**src/rtl/leb_pkg.sv**
```systemverilog
// shared constants and types for the line edit buffer
package leb_pkg;

  // line geometry
  localparam int unsigned Capacity = 64;
  localparam int unsigned PosW     = 6;
  localparam int unsigned LenW     = 7;
  localparam int unsigned CharW    = 8;

  // key codes
  localparam logic [CharW-1:0] TermCode  = 8'h76;
  localparam logic [CharW-1:0] CtrlLow   = 8'h70;
  localparam logic [CharW-1:0] CtrlHigh  = 8'h77;
  localparam logic [CharW-1:0] KeyLeft   = 8'h72;
  localparam logic [CharW-1:0] KeyRight  = 8'h73;
  localparam logic [CharW-1:0] KeyDelete = 8'h77;

  // request kinds
  typedef enum logic [1:0] {
    KIND_KEY   = 2'd0,
    KIND_CLEAR = 2'd1,
    KIND_READ  = 2'd2
  } kind_e;

  typedef logic [PosW-1:0]  pos_t;
  typedef logic [LenW-1:0]  len_t;
  typedef logic [CharW-1:0] char_t;

endpackage

```
**src/rtl/leb_ram.sv**
```systemverilog
// generic single write port ram with one registered read port
module leb_ram #(
  parameter int unsigned Width = 8,
  parameter int unsigned Depth = 64
) (
  input  logic                     clk_i,
  input  logic                     we_i,
  input  logic [$clog2(Depth)-1:0] waddr_i,
  input  logic [Width-1:0]         wdata_i,
  input  logic                     re_i,
  input  logic [$clog2(Depth)-1:0] raddr_i,
  output logic [Width-1:0]         rdata_o
);

  logic [Width-1:0] mem_q [Depth];
  logic [Width-1:0] rdata_q;

  // write port
  always_ff @(posedge clk_i) begin
    if (we_i) begin
      mem_q[waddr_i] <= wdata_i;
    end
  end

  // registered read port, holds when idle
  always_ff @(posedge clk_i) begin
    if (re_i) begin
      rdata_q <= mem_q[raddr_i];
    end
  end

  assign rdata_o = rdata_q;

endmodule

```
**src/rtl/line_edit_buffer_top.sv**
```systemverilog
// top level of the line edit buffer: control, length and cursor, result register
//
//   channel  | handshake                 | payload
//   ---------+---------------------------+-------------------------------------------
//   request  | in_valid_i / in_stall_o   | kind_i, key_code_i, read_index_i
//   result   | out_valid_o / out_stall_i | line_length_o, cursor_pos_o, read_char_o,
//            |                           | changed_o
//
// one request at a time: an accepted request passes to the result state, which loads the
// result register; a read of a stored character first passes the read state, an insert
// that moves the tail the up-shift and insert states, and a delete that moves the tail
// the down-shift state. the tail moves one character per cycle through the single ram port pair.
// the terminator is not stored: it is implied at length - 1, so the ram needs no
// clearing after reset. a stalled result waits in the output register while the next
// request is already accepted and worked on.
module line_edit_buffer_top
  import leb_pkg::*;
(
  input  logic             clk_i,
  input  logic             rst_ni,
  input  logic             in_valid_i,
  output logic             in_stall_o,
  input  logic [1:0]       kind_i,
  input  logic [CharW-1:0] key_code_i,
  input  logic [PosW-1:0]  read_index_i,
  output logic             out_valid_o,
  input  logic             out_stall_i,
  output logic [LenW-1:0]  line_length_o,
  output logic [PosW-1:0]  cursor_pos_o,
  output logic [CharW-1:0] read_char_o,
  output logic             changed_o
);

  // control states
  localparam logic [2:0] S_IDLE = 3'd0;
  localparam logic [2:0] S_UP   = 3'd1;
  localparam logic [2:0] S_INS  = 3'd2;
  localparam logic [2:0] S_DN   = 3'd3;
  localparam logic [2:0] S_RD   = 3'd4;
  localparam logic [2:0] S_OUT  = 3'd5;

  logic [2:0] state_q, state_d;
  len_t       len_q, len_d;
  pos_t       cur_q, cur_d;
  pos_t       addr_q, addr_d;
  pos_t       stop_q, stop_d;
  char_t      ch_q, ch_d;
  char_t      rchar_q, rchar_d;
  logic       chg_q, chg_d;

  logic  out_valid_q;
  len_t  out_len_q;
  pos_t  out_cur_q;
  char_t out_char_q;
  logic  out_chg_q;

  logic  ram_we, ram_re;
  pos_t  ram_waddr, ram_raddr;
  char_t ram_wdata, ram_rdata;

  logic  in_acc, out_free, out_load, is_ctrl;
  len_t  len_m1;
  pos_t  last_idx;

  assign in_stall_o = (state_q != S_IDLE);
  assign in_acc     = in_valid_i && !in_stall_o;
  assign out_free   = !out_valid_q || !out_stall_i;
  assign out_load   = (state_q == S_OUT) && out_free;

  // position of the implied terminator
  assign len_m1   = len_q - len_t'(1);
  assign last_idx = len_m1[PosW-1:0];
  assign is_ctrl  = (key_code_i >= CtrlLow) && (key_code_i <= CtrlHigh);

  // character store
  leb_ram #(
    .Width(CharW),
    .Depth(Capacity)
  ) u_line_ram (
    .clk_i  (clk_i),
    .we_i   (ram_we),
    .waddr_i(ram_waddr),
    .wdata_i(ram_wdata),
    .re_i   (ram_re),
    .raddr_i(ram_raddr),
    .rdata_o(ram_rdata)
  );

  // request decode and shift sequencer
  always_comb begin
    state_d   = state_q;
    len_d     = len_q;
    cur_d     = cur_q;
    addr_d    = addr_q;
    stop_d    = stop_q;
    ch_d      = ch_q;
    rchar_d   = rchar_q;
    chg_d     = chg_q;
    ram_we    = 1'b0;
    ram_waddr = '0;
    ram_wdata = '0;
    ram_re    = 1'b0;
    ram_raddr = '0;
    unique case (state_q)
      S_IDLE: begin
        if (in_acc) begin
          rchar_d = '0;
          chg_d   = 1'b0;
          state_d = S_OUT;
          unique case (kind_i)
            KIND_KEY: begin
              if (!is_ctrl) begin
                // insert at the cursor when there is room
                if (len_q < len_t'(Capacity)) begin
                  len_d = len_q + len_t'(1);
                  cur_d = cur_q + pos_t'(1);
                  chg_d = 1'b1;
                  ch_d  = key_code_i;
                  if (cur_q == last_idx) begin
                    ram_we    = 1'b1;
                    ram_waddr = cur_q;
                    ram_wdata = key_code_i;
                  end else begin
                    ram_re    = 1'b1;
                    ram_raddr = last_idx - pos_t'(1);
                    addr_d    = last_idx - pos_t'(1);
                    stop_d    = cur_q;
                    state_d   = S_UP;
                  end
                end
              end else begin
                priority if (key_code_i == KeyLeft) begin
                  if (cur_q != '0) begin
                    cur_d = cur_q - pos_t'(1);
                    chg_d = 1'b1;
                  end
                end else if (key_code_i == KeyRight) begin
                  if (cur_q != last_idx) begin
                    cur_d = cur_q + pos_t'(1);
                    chg_d = 1'b1;
                  end
                end else if (key_code_i == KeyDelete) begin
                  // remove the character before the cursor
                  if (cur_q != '0) begin
                    len_d = len_m1;
                    cur_d = cur_q - pos_t'(1);
                    chg_d = 1'b1;
                    if (cur_q != last_idx) begin
                      ram_re    = 1'b1;
                      ram_raddr = cur_q;
                      addr_d    = cur_q;
                      stop_d    = last_idx - pos_t'(1);
                      state_d   = S_DN;
                    end
                  end
                end else begin
                  chg_d = 1'b0;
                end
              end
            end
            KIND_CLEAR: begin
              chg_d = (len_q != len_t'(1)) || (cur_q != '0);
              len_d = len_t'(1);
              cur_d = '0;
            end
            KIND_READ: begin
              priority if (read_index_i < last_idx) begin
                ram_re    = 1'b1;
                ram_raddr = read_index_i;
                state_d   = S_RD;
              end else if (read_index_i == last_idx) begin
                rchar_d = TermCode;
              end else begin
                rchar_d = '0;
              end
            end
            default: begin
              chg_d = 1'b0;
            end
          endcase
        end
      end
      // move the tail up one place, from the end down to the cursor
      S_UP: begin
        ram_we    = 1'b1;
        ram_waddr = addr_q + pos_t'(1);
        ram_wdata = ram_rdata;
        if (addr_q == stop_q) begin
          state_d = S_INS;
        end else begin
          ram_re    = 1'b1;
          ram_raddr = addr_q - pos_t'(1);
          addr_d    = addr_q - pos_t'(1);
        end
      end
      // drop the new character into the gap
      S_INS: begin
        ram_we    = 1'b1;
        ram_waddr = stop_q;
        ram_wdata = ch_q;
        state_d   = S_OUT;
      end
      // move the tail down one place, from the cursor up to the end
      S_DN: begin
        ram_we    = 1'b1;
        ram_waddr = addr_q - pos_t'(1);
        ram_wdata = ram_rdata;
        if (addr_q == stop_q) begin
          state_d = S_OUT;
        end else begin
          ram_re    = 1'b1;
          ram_raddr = addr_q + pos_t'(1);
          addr_d    = addr_q + pos_t'(1);
        end
      end
      S_RD: begin
        rchar_d = ram_rdata;
        state_d = S_OUT;
      end
      S_OUT: begin
        if (out_free) begin
          state_d = S_IDLE;
        end
      end
      default: begin
        state_d = S_IDLE;
      end
    endcase
  end

  // control and line state
  always_ff @(posedge clk_i or negedge rst_ni) begin
    if (!rst_ni) begin
      state_q <= S_IDLE;
      len_q   <= len_t'(1);
      cur_q   <= '0;
    end else begin
      state_q <= state_d;
      len_q   <= len_d;
      cur_q   <= cur_d;
    end
  end

  // sequencer working registers
  always_ff @(posedge clk_i) begin
    addr_q  <= addr_d;
    stop_q  <= stop_d;
    ch_q    <= ch_d;
    rchar_q <= rchar_d;
    chg_q   <= chg_d;
  end

  // result register valid
  always_ff @(posedge clk_i or negedge rst_ni) begin
    if (!rst_ni) begin
      out_valid_q <= 1'b0;
    end else if (out_load) begin
      out_valid_q <= 1'b1;
    end else if (!out_stall_i) begin
      out_valid_q <= 1'b0;
    end
  end

  // result register payload
  always_ff @(posedge clk_i) begin
    if (out_load) begin
      out_len_q  <= len_q;
      out_cur_q  <= cur_q;
      out_char_q <= rchar_q;
      out_chg_q  <= chg_q;
    end
  end

  assign out_valid_o   = out_valid_q;
  assign line_length_o = out_len_q;
  assign cursor_pos_o  = out_cur_q;
  assign read_char_o   = out_char_q;
  assign changed_o     = out_chg_q;

  // cursor never passes the terminator
  assert property (@(posedge clk_i) disable iff (!rst_ni)
    len_t'(cur_q) < len_q)
    else $error("cursor beyond terminator");

  // length stays within the line capacity
  assert property (@(posedge clk_i) disable iff (!rst_ni)
    (len_q != '0) && (len_q <= len_t'(Capacity)))
    else $error("line length out of range");

  // a shift step never reads the entry it writes
  assert property (@(posedge clk_i) disable iff (!rst_ni)
    (ram_we && ram_re) |-> (ram_waddr != ram_raddr))
    else $error("ram read and write collide");

  // a new result only comes from the result state
  assert property (@(posedge clk_i) disable iff (!rst_ni)
    $rose(out_valid_q) |-> ($past(state_q) == S_OUT))
    else $error("result loaded outside result state");

endmodule
```
**config.mk**
```make
export PLATFORM = sky130hd
export DESIGN_NAME = line_edit_buffer_top
export DESIGN_NICKNAME = d
export VERILOG_FILES = /design/src/rtl/leb_pkg.sv /design/src/rtl/leb_ram.sv /design/src/rtl/line_edit_buffer_top.sv
export SDC_FILE = /design/constraint.sdc
export NUM_CORES = 1
export LEC_CHECK = 0
export BUFFER_PORTS_ARGS = -buffer_cell sky130_fd_sc_hd__buf_2
export CORE_MARGIN = 5
export CORE_UTILIZATION = 48
export DETAILED_ROUTE_END_ITERATION = 10
export SLEW_MARGIN = 10
export SYNTH_ARGS = -nofsm -noshare
export SYNTH_HDL_FRONTEND = slang
export SYNTH_SLANG_ARGS = --single-unit
```
**constraint.sdc**
```tcl
create_clock -name clk_i -period 8.2 [get_ports clk_i]
set_clock_uncertainty 0.1 [all_clocks]
set_input_delay 1.64 -clock clk_i [delete_from_list [all_inputs] [get_ports clk_i]]
set_output_delay 1.64 -clock clk_i [all_outputs]
set_load 0.02 [all_outputs]
```
# Word-level counts from Yosys, hierarchy flattened
# Memories as Yosys holds them, arrays and structs flattened. A register that Yosys moved wholly into a read port is not among the register bits.
# Cells that the tools add are included.
# op_classes
n_addsub	7
bitwise	1
muxes	112
magnitude_cmp	4
shift	0
div_mod_pow	0
n_eq_ne	43
mul	0
n_reduce_logical	27
# op_table
cell	n
$mux 6	44
$mux 7	9
$mux 8	6
$mux 3	12
$ne 3x3->1 const B	12
$pmux 6 s3	2
$mux 1	27
$eq 8x7->1 const B	3
$pmux 6 s2	2
$pmux 6 s4	1
$pmux 8 s3	1
$eq 6x6->1	3
$ne 2x2->1 const B	9
$sub 6x1->6 const B	3
$pmux 8 s2	1
$pmux 3 s5	1
$pmux 7 s2	1
$add 6x1->6 const B	2
$reduce_and 12->1	1
$ne 2x1->1 const B	5
$ne 5x5->1 const B	2
$reduce_and 10->1	1
$ge 8x7->1 const B	1
$le 8x7->1 const B	1
29 further kinds	44
# word_totals
wordCells	208
reg_bits	68
rom_bits	0
ram_bits	512
latchBits	0
output_inout_bits	24
inputBits	20
memories	1
# mem_list
memory	depth	word_bits	rd	rd_ports_with_merged_regs	write_ports	line	text
u_line_ram.mem_q	64	8	1	1	1	leb_ram.sv:15	logic [Width-1:0] mem_q [Depth];

# Longest topological paths before layout
# logic_depth
depth_word	11
ltp_mapped	20
depth_no_buf	15

# Cells and area by module
# From an unflattened synthesis, not the netlist that was laid out.
# hier_totals
cells_unflattened	1436
area_unflattened_um2	24893.9
# by_module_without_submodules
mod	seq_area_each_um2	instances	cells_each	area_per_inst_um2
leb_ram	15615.0	1	972	20270.7
line_edit_buffer_top	1958.1	1	464	4623.2

# Worst setup path before layout
# Ideal clock, no wire load.
# synth_path
path_kind	input to register
startpoint	input port in_valid_i
endpoint	memory u_line_ram.mem_q[0][1] (data pin)
path_buffers	2
setup_time_ps	500
path_stages	8
path_slack_ps	2514
required_ps	7600
arrival_ps	5087
cell_sequence	nand3b_2 > or3_4 > nor3_1 > and2_0 > clkbuf_1 > clkbuf_1 > a222oi_1 > nor2_1
# synth_between
elab_chain_cells	3
# synth_lines
item	line	text
start, declared	line_edit_buffer_top.sv:21	input logic in_valid_i,
$logic_and 1x1->1	line_edit_buffer_top.sv:66	assign in_acc = in_valid_i && !in_stall_o;
$mux 8	line_edit_buffer_top.sv:106	if (in_acc) begin
$pmux 8 s3	line_edit_buffer_top.sv:104	unique case (state_q)
net ram_wdata[1]	line_edit_buffer_top.sv:59	char_t ram_wdata, ram_rdata;
end, declared	leb_ram.sv:15	
# The timed path passes the listed nets, and every way through them passes these cells.

# Worst setup path after layout
# layout_path
startpoint	register len_q[0]
endpoint	register u_line_ram.rdata_q[0], in the netlist u_line_ram.rdata_o[0] (read register of u_line_ram.mem_q) (data pin)
# layout_between
elab_chain_cells	11
word_cells_on_any_way	30
cone_classes	add/sub: 2; order compare: 2; eq/ne: 2; mux: 24
# layout_lines
item	line	text
start, declared	line_edit_buffer_top.sv:43	len_t len_q, len_d;
start signal, assigned	line_edit_buffer_top.sv:235	len_q <= len_t'(1);
start signal, assigned	line_edit_buffer_top.sv:239	len_q <= len_d;
$sub 7x1->7	line_edit_buffer_top.sv:71	assign len_m1 = len_q - len_t'(1);
$ne 6x6->1	line_edit_buffer_top.sv:148	if (cur_q != last_idx) begin
$mux 6 or $mux 1 (tied branches)	line_edit_buffer_top.sv:148	
$mux 6 or $mux 1 (tied branches)	line_edit_buffer_top.sv:144	if (cur_q != '0) begin
$mux 6 or $mux 1 (tied branches)	line_edit_buffer_top.sv:142	end else if (key_code_i == KeyDelete) begin
$mux 6 or $mux 1 (tied branches)	line_edit_buffer_top.sv:137	end else if (key_code_i == KeyRight) begin
$mux 6 or $mux 1 (tied branches)	line_edit_buffer_top.sv:132	priority if (key_code_i == KeyLeft) begin
$mux 6 or $mux 1 (tied branches)	line_edit_buffer_top.sv:112	if (!is_ctrl) begin
$pmux 6 s2 or $pmux 1 s2 (tied branches)	line_edit_buffer_top.sv:110	unique case (kind_i)
$mux 6 or $mux 1 (tied branches)	line_edit_buffer_top.sv:106	
$pmux 6 s3 or $pmux 1 s2 (tied branches)	line_edit_buffer_top.sv:104	
end, declared	leb_ram.sv:16	logic [Width-1:0] rdata_q;
# Parallel ways exist; a longest one is shown, timed or not.
# A chain may end at the register's enable or synchronous reset.

==> results.toml <==
[clock_tree]
cts_resized = 0
cts_hold_buf = 0
cts_max_level = 2
clock_sinks = 588
clk_pin_slew_ns = 0.06
worstSkewPairLatency_ns = 0.64
root_buffer = "clkbuf_16"
cts_tree = "yes"
cts_setup_buffers = 0
cts_max_path_buffers = 3
cts_buffers = 60

[detailed_routing]
ant_nets = 0
post_drt_wl_per_cell_microns = 25.32
dr_wl_met2_microns = 31770
vias_per_cell = 6.031
num_vias = 16300
met1_length_microns = 28910
wl_microns = 68450
dr.max_layer_used = "met4"
first_pass_iters = 9
dr_wl_met3_microns = 5631
drc = 0
drtIter0Drc = 1980

[logic_synthesis]
yosysTopAreaCell = "edfxtp_1"
syn_nets = 1992
synthCells = 1957
ys_types = 76
async_flop_share_pct = 2.891
synth.avg_cell_area_sq_um = 12.83
synth.ff_latch_count = 588
synth_area_leaders = "edfxtp_1 68%, nand2_1 7.2%, mux2i_1 2.9%"
netlist_area_sq_mm = 0.02511
synth_top_area_share_pct = 68.28
synth-edff-count = 571
synthFlopType = "edfxtp_1"
yosysSeqAreaShare_pct = 69.98
ys_warn_count = 0

[die]
die_area_sq_mm = 0.05699
core_area_sq_mm = 0.05161
die_w_microns = 238.7
rows = 83
initial_core_util_pct = 48.65
die_y_microns = 238.7
io_pins = 44

[critical_path]
cp_max_fo = 116
crit_chain = "inv_1 -> ha_1 -> nor3b_4 -> xnor2_1 -> ha_1 -> nand3_1 -> o32ai_1 -> nor2_1 -> a22oi_1 -> and2_4 -> buf_12 -> mux2i_1 -> mux2i_1 -> o2111ai_1 -> nand4b_1 -> and4_1"
start_kind = "flip-flop"
slowest_stage = "dfstp_2"
endpoint_kind = "flip-flop"
cp.arrival_ns = 6.15
required_ns = 8.50
critPathMaxStageDelay_ns = 0.73
rrSetupSlack_ns = 2.35
critPathKind = "flip-flop to flip-flop"

[final_layout]
drive_gt1_share_pct = 9.491
antennaDiodeCount = 0
fill_cells = 4241
nNetsFinal = 2011
seq_area_sq_mm = 0.01757
stdcell_count = 2703
final_area_sq_mm = 0.02779
areaGrowthSynthToFinish_pct = 10.67
multiInputGateArea_sq_mm = 0.006954

[grt]
grt_use_total_pct = 23.65
grt_pass1_vias = 15930
grt_first_pass_wirelength_microns = 101800
antenna_found_initial = 0
grt_max_degree = 117
grt_remaining_overflow = 0

[timing]
finalSetupViolCount = 0
worst_slew_pin_slew_ns = 1.119
hold_viol = 0
relSlewSlack_pct = 25.37
fmax_ghz = 0.1709
period_minus_slack_ns = 5.850
fin_ws_ns = 2.350
drv_slew = 0
rsz0062_at_grt = "no"
setup_tns_ns = 0
fin_crit_sh_pct = 71.35

[pwr]
p_leak_nw = 9.673
ir_drop_v = 0.0003944
power.density_mw_per_mm2 = 463.6

[worst_hold_path]
hold_path_class = "flip-flop to flip-flop"

[status]
status = "complete, no violations"

[place]
dpl-instance-area_sq_mm = 0.02594
gp_congestion = 0.9157
dp_slack_ns = 2.105
dp_hpwl_microns = 42990
dp.cells = 2594
portBuffers = 43

[flow_run]
cap_violations = 0
==> registers in the layout, indices dropped and copies added (netlist names) <==
register / flops
line_length_o: 7
out_valid_o: 1
read_char_o: 8
changed_o: 1
chg_q: 1
addr_q: 6
rchar_q: 8
u_line_ram.mem_q: 512
stop_q: 6
len_q: 7
cursor_pos_o: 6
state_q: 3
cur_q: 6
ch_q: 8
u_line_ram.rdata_o: 8
==> path summary, 6_finish.rpt <==
path | depth (start not counted) | startpoint | endpoint
max in group asynchronous | 1 | rst_ni | len_q[0]
hold reg to reg | 0 | rchar_q[6] | read_char_o[6]
setup reg to reg | 16 | len_q[0] | u_line_ram.rdata_o[0]
min in group asynchronous | 1 | rst_ni | len_q[3]
setup / recovery | 16 | len_q[0] | u_line_ram.rdata_o[0]
hold / removal | 0 | rchar_q[6] | read_char_o[6]
==> power by group <==
group | internal [mW] | total [mW] | switching [mW]
clock | 1.46 | 2.61 | 1.16
sequential | 4.30 | 4.54 | 0.243
combinational | 1.51 | 5.73 | 4.22
total | 7.27 | 12.9 | 5.62
==> logic make-up (layout without fill, tap and decap cells) <==
kind of cell / Yosys count / count (layout) / synth area share, %
fa+ha+maj: 15 / 15 / 0.7474
xor+xnor: 34 / 34 / 1.295
flops: 588 / 588 / 69.98
compound gates: 248 / 248 / 7.140
buf+inv: 136 / 202 / 2.666
simple gates: 862 / 862 / 15.22
mux: 74 / 74 / 2.955
==> per-stage QoR <==
step	total power, mW	hold WS (ns)	util [%]
2_1_floorplan	8.058	0.3003	-
3_3_place_gp	10.23	0.3007	50.24
3_5_place_dp	10.27	0.3071	50.25
4_1_cts	12.88	0.3161	53.85
5_1_grt	13.47	0.3262	53.85
6_report	12.89	0.3197	53.85
==> cells in the final DEF, fill, tap and decap left out, types with 21 or more instances in the layout <==
master,instances
a21oi_1,24
a31oi_1,32
a32oi_1,24
and3_1,26
buf_2,43
buf_4,28
clkbuf_16,61
edfxtp_1,571
mux2i_1,73
nand2_1,484
nand3_1,139
nor2_1,102
o2111ai_1,27
o21ai_0,51
xnor2_1,21
==> area by class of cell <==
type	instances	area share [%]
flip-flops and latches	588	63.23
repair buffers	74	1.747
clock buffers	73	5.655
clock inverters	36	1.017
multi-input cells	1233	25.02
inverters	19	0.2656
well taps	680	3.061
==> synth_stat cells (all sizes together), types with 11 or more instances <==
library cell,count
nand4,15
buf,68
nand2,485
a21oi,25
a31oi,32
xor2,11
nor2,113
xnor2,21
dfrtp,16
mux2i,73
nor3,19
edfxtp,571
clkbuf,49
inv,19
and3,26
a32oi,24
o2111ai,27
nor2b,11
o21ai,55
nand3,139
ha,15
==> per-layer routing <==
metal,vias up,track usage [%]
li1,7312,-
met1,8076,33.60
met2,779,37.61
met3,136,4.188
met4,0,7.409
met5,-,0
==> worst max-delay path, delay by kind of cell, from the launching register on <==
family / cells / cell delay [ns]
AO/OA/AOI/OAI: 3 / 0.97
multiplexers: 2 / 0.41
flip-flops: 1 / 0.73
adder cells (fa/ha/maj): 2 / 0.62
XOR/XNOR: 1 / 0.20
AND/OR/NAND/NOR: 6 / 1.72
buffers and inverters: 2 / 0.66
Power figures use the tool's default switching activity.
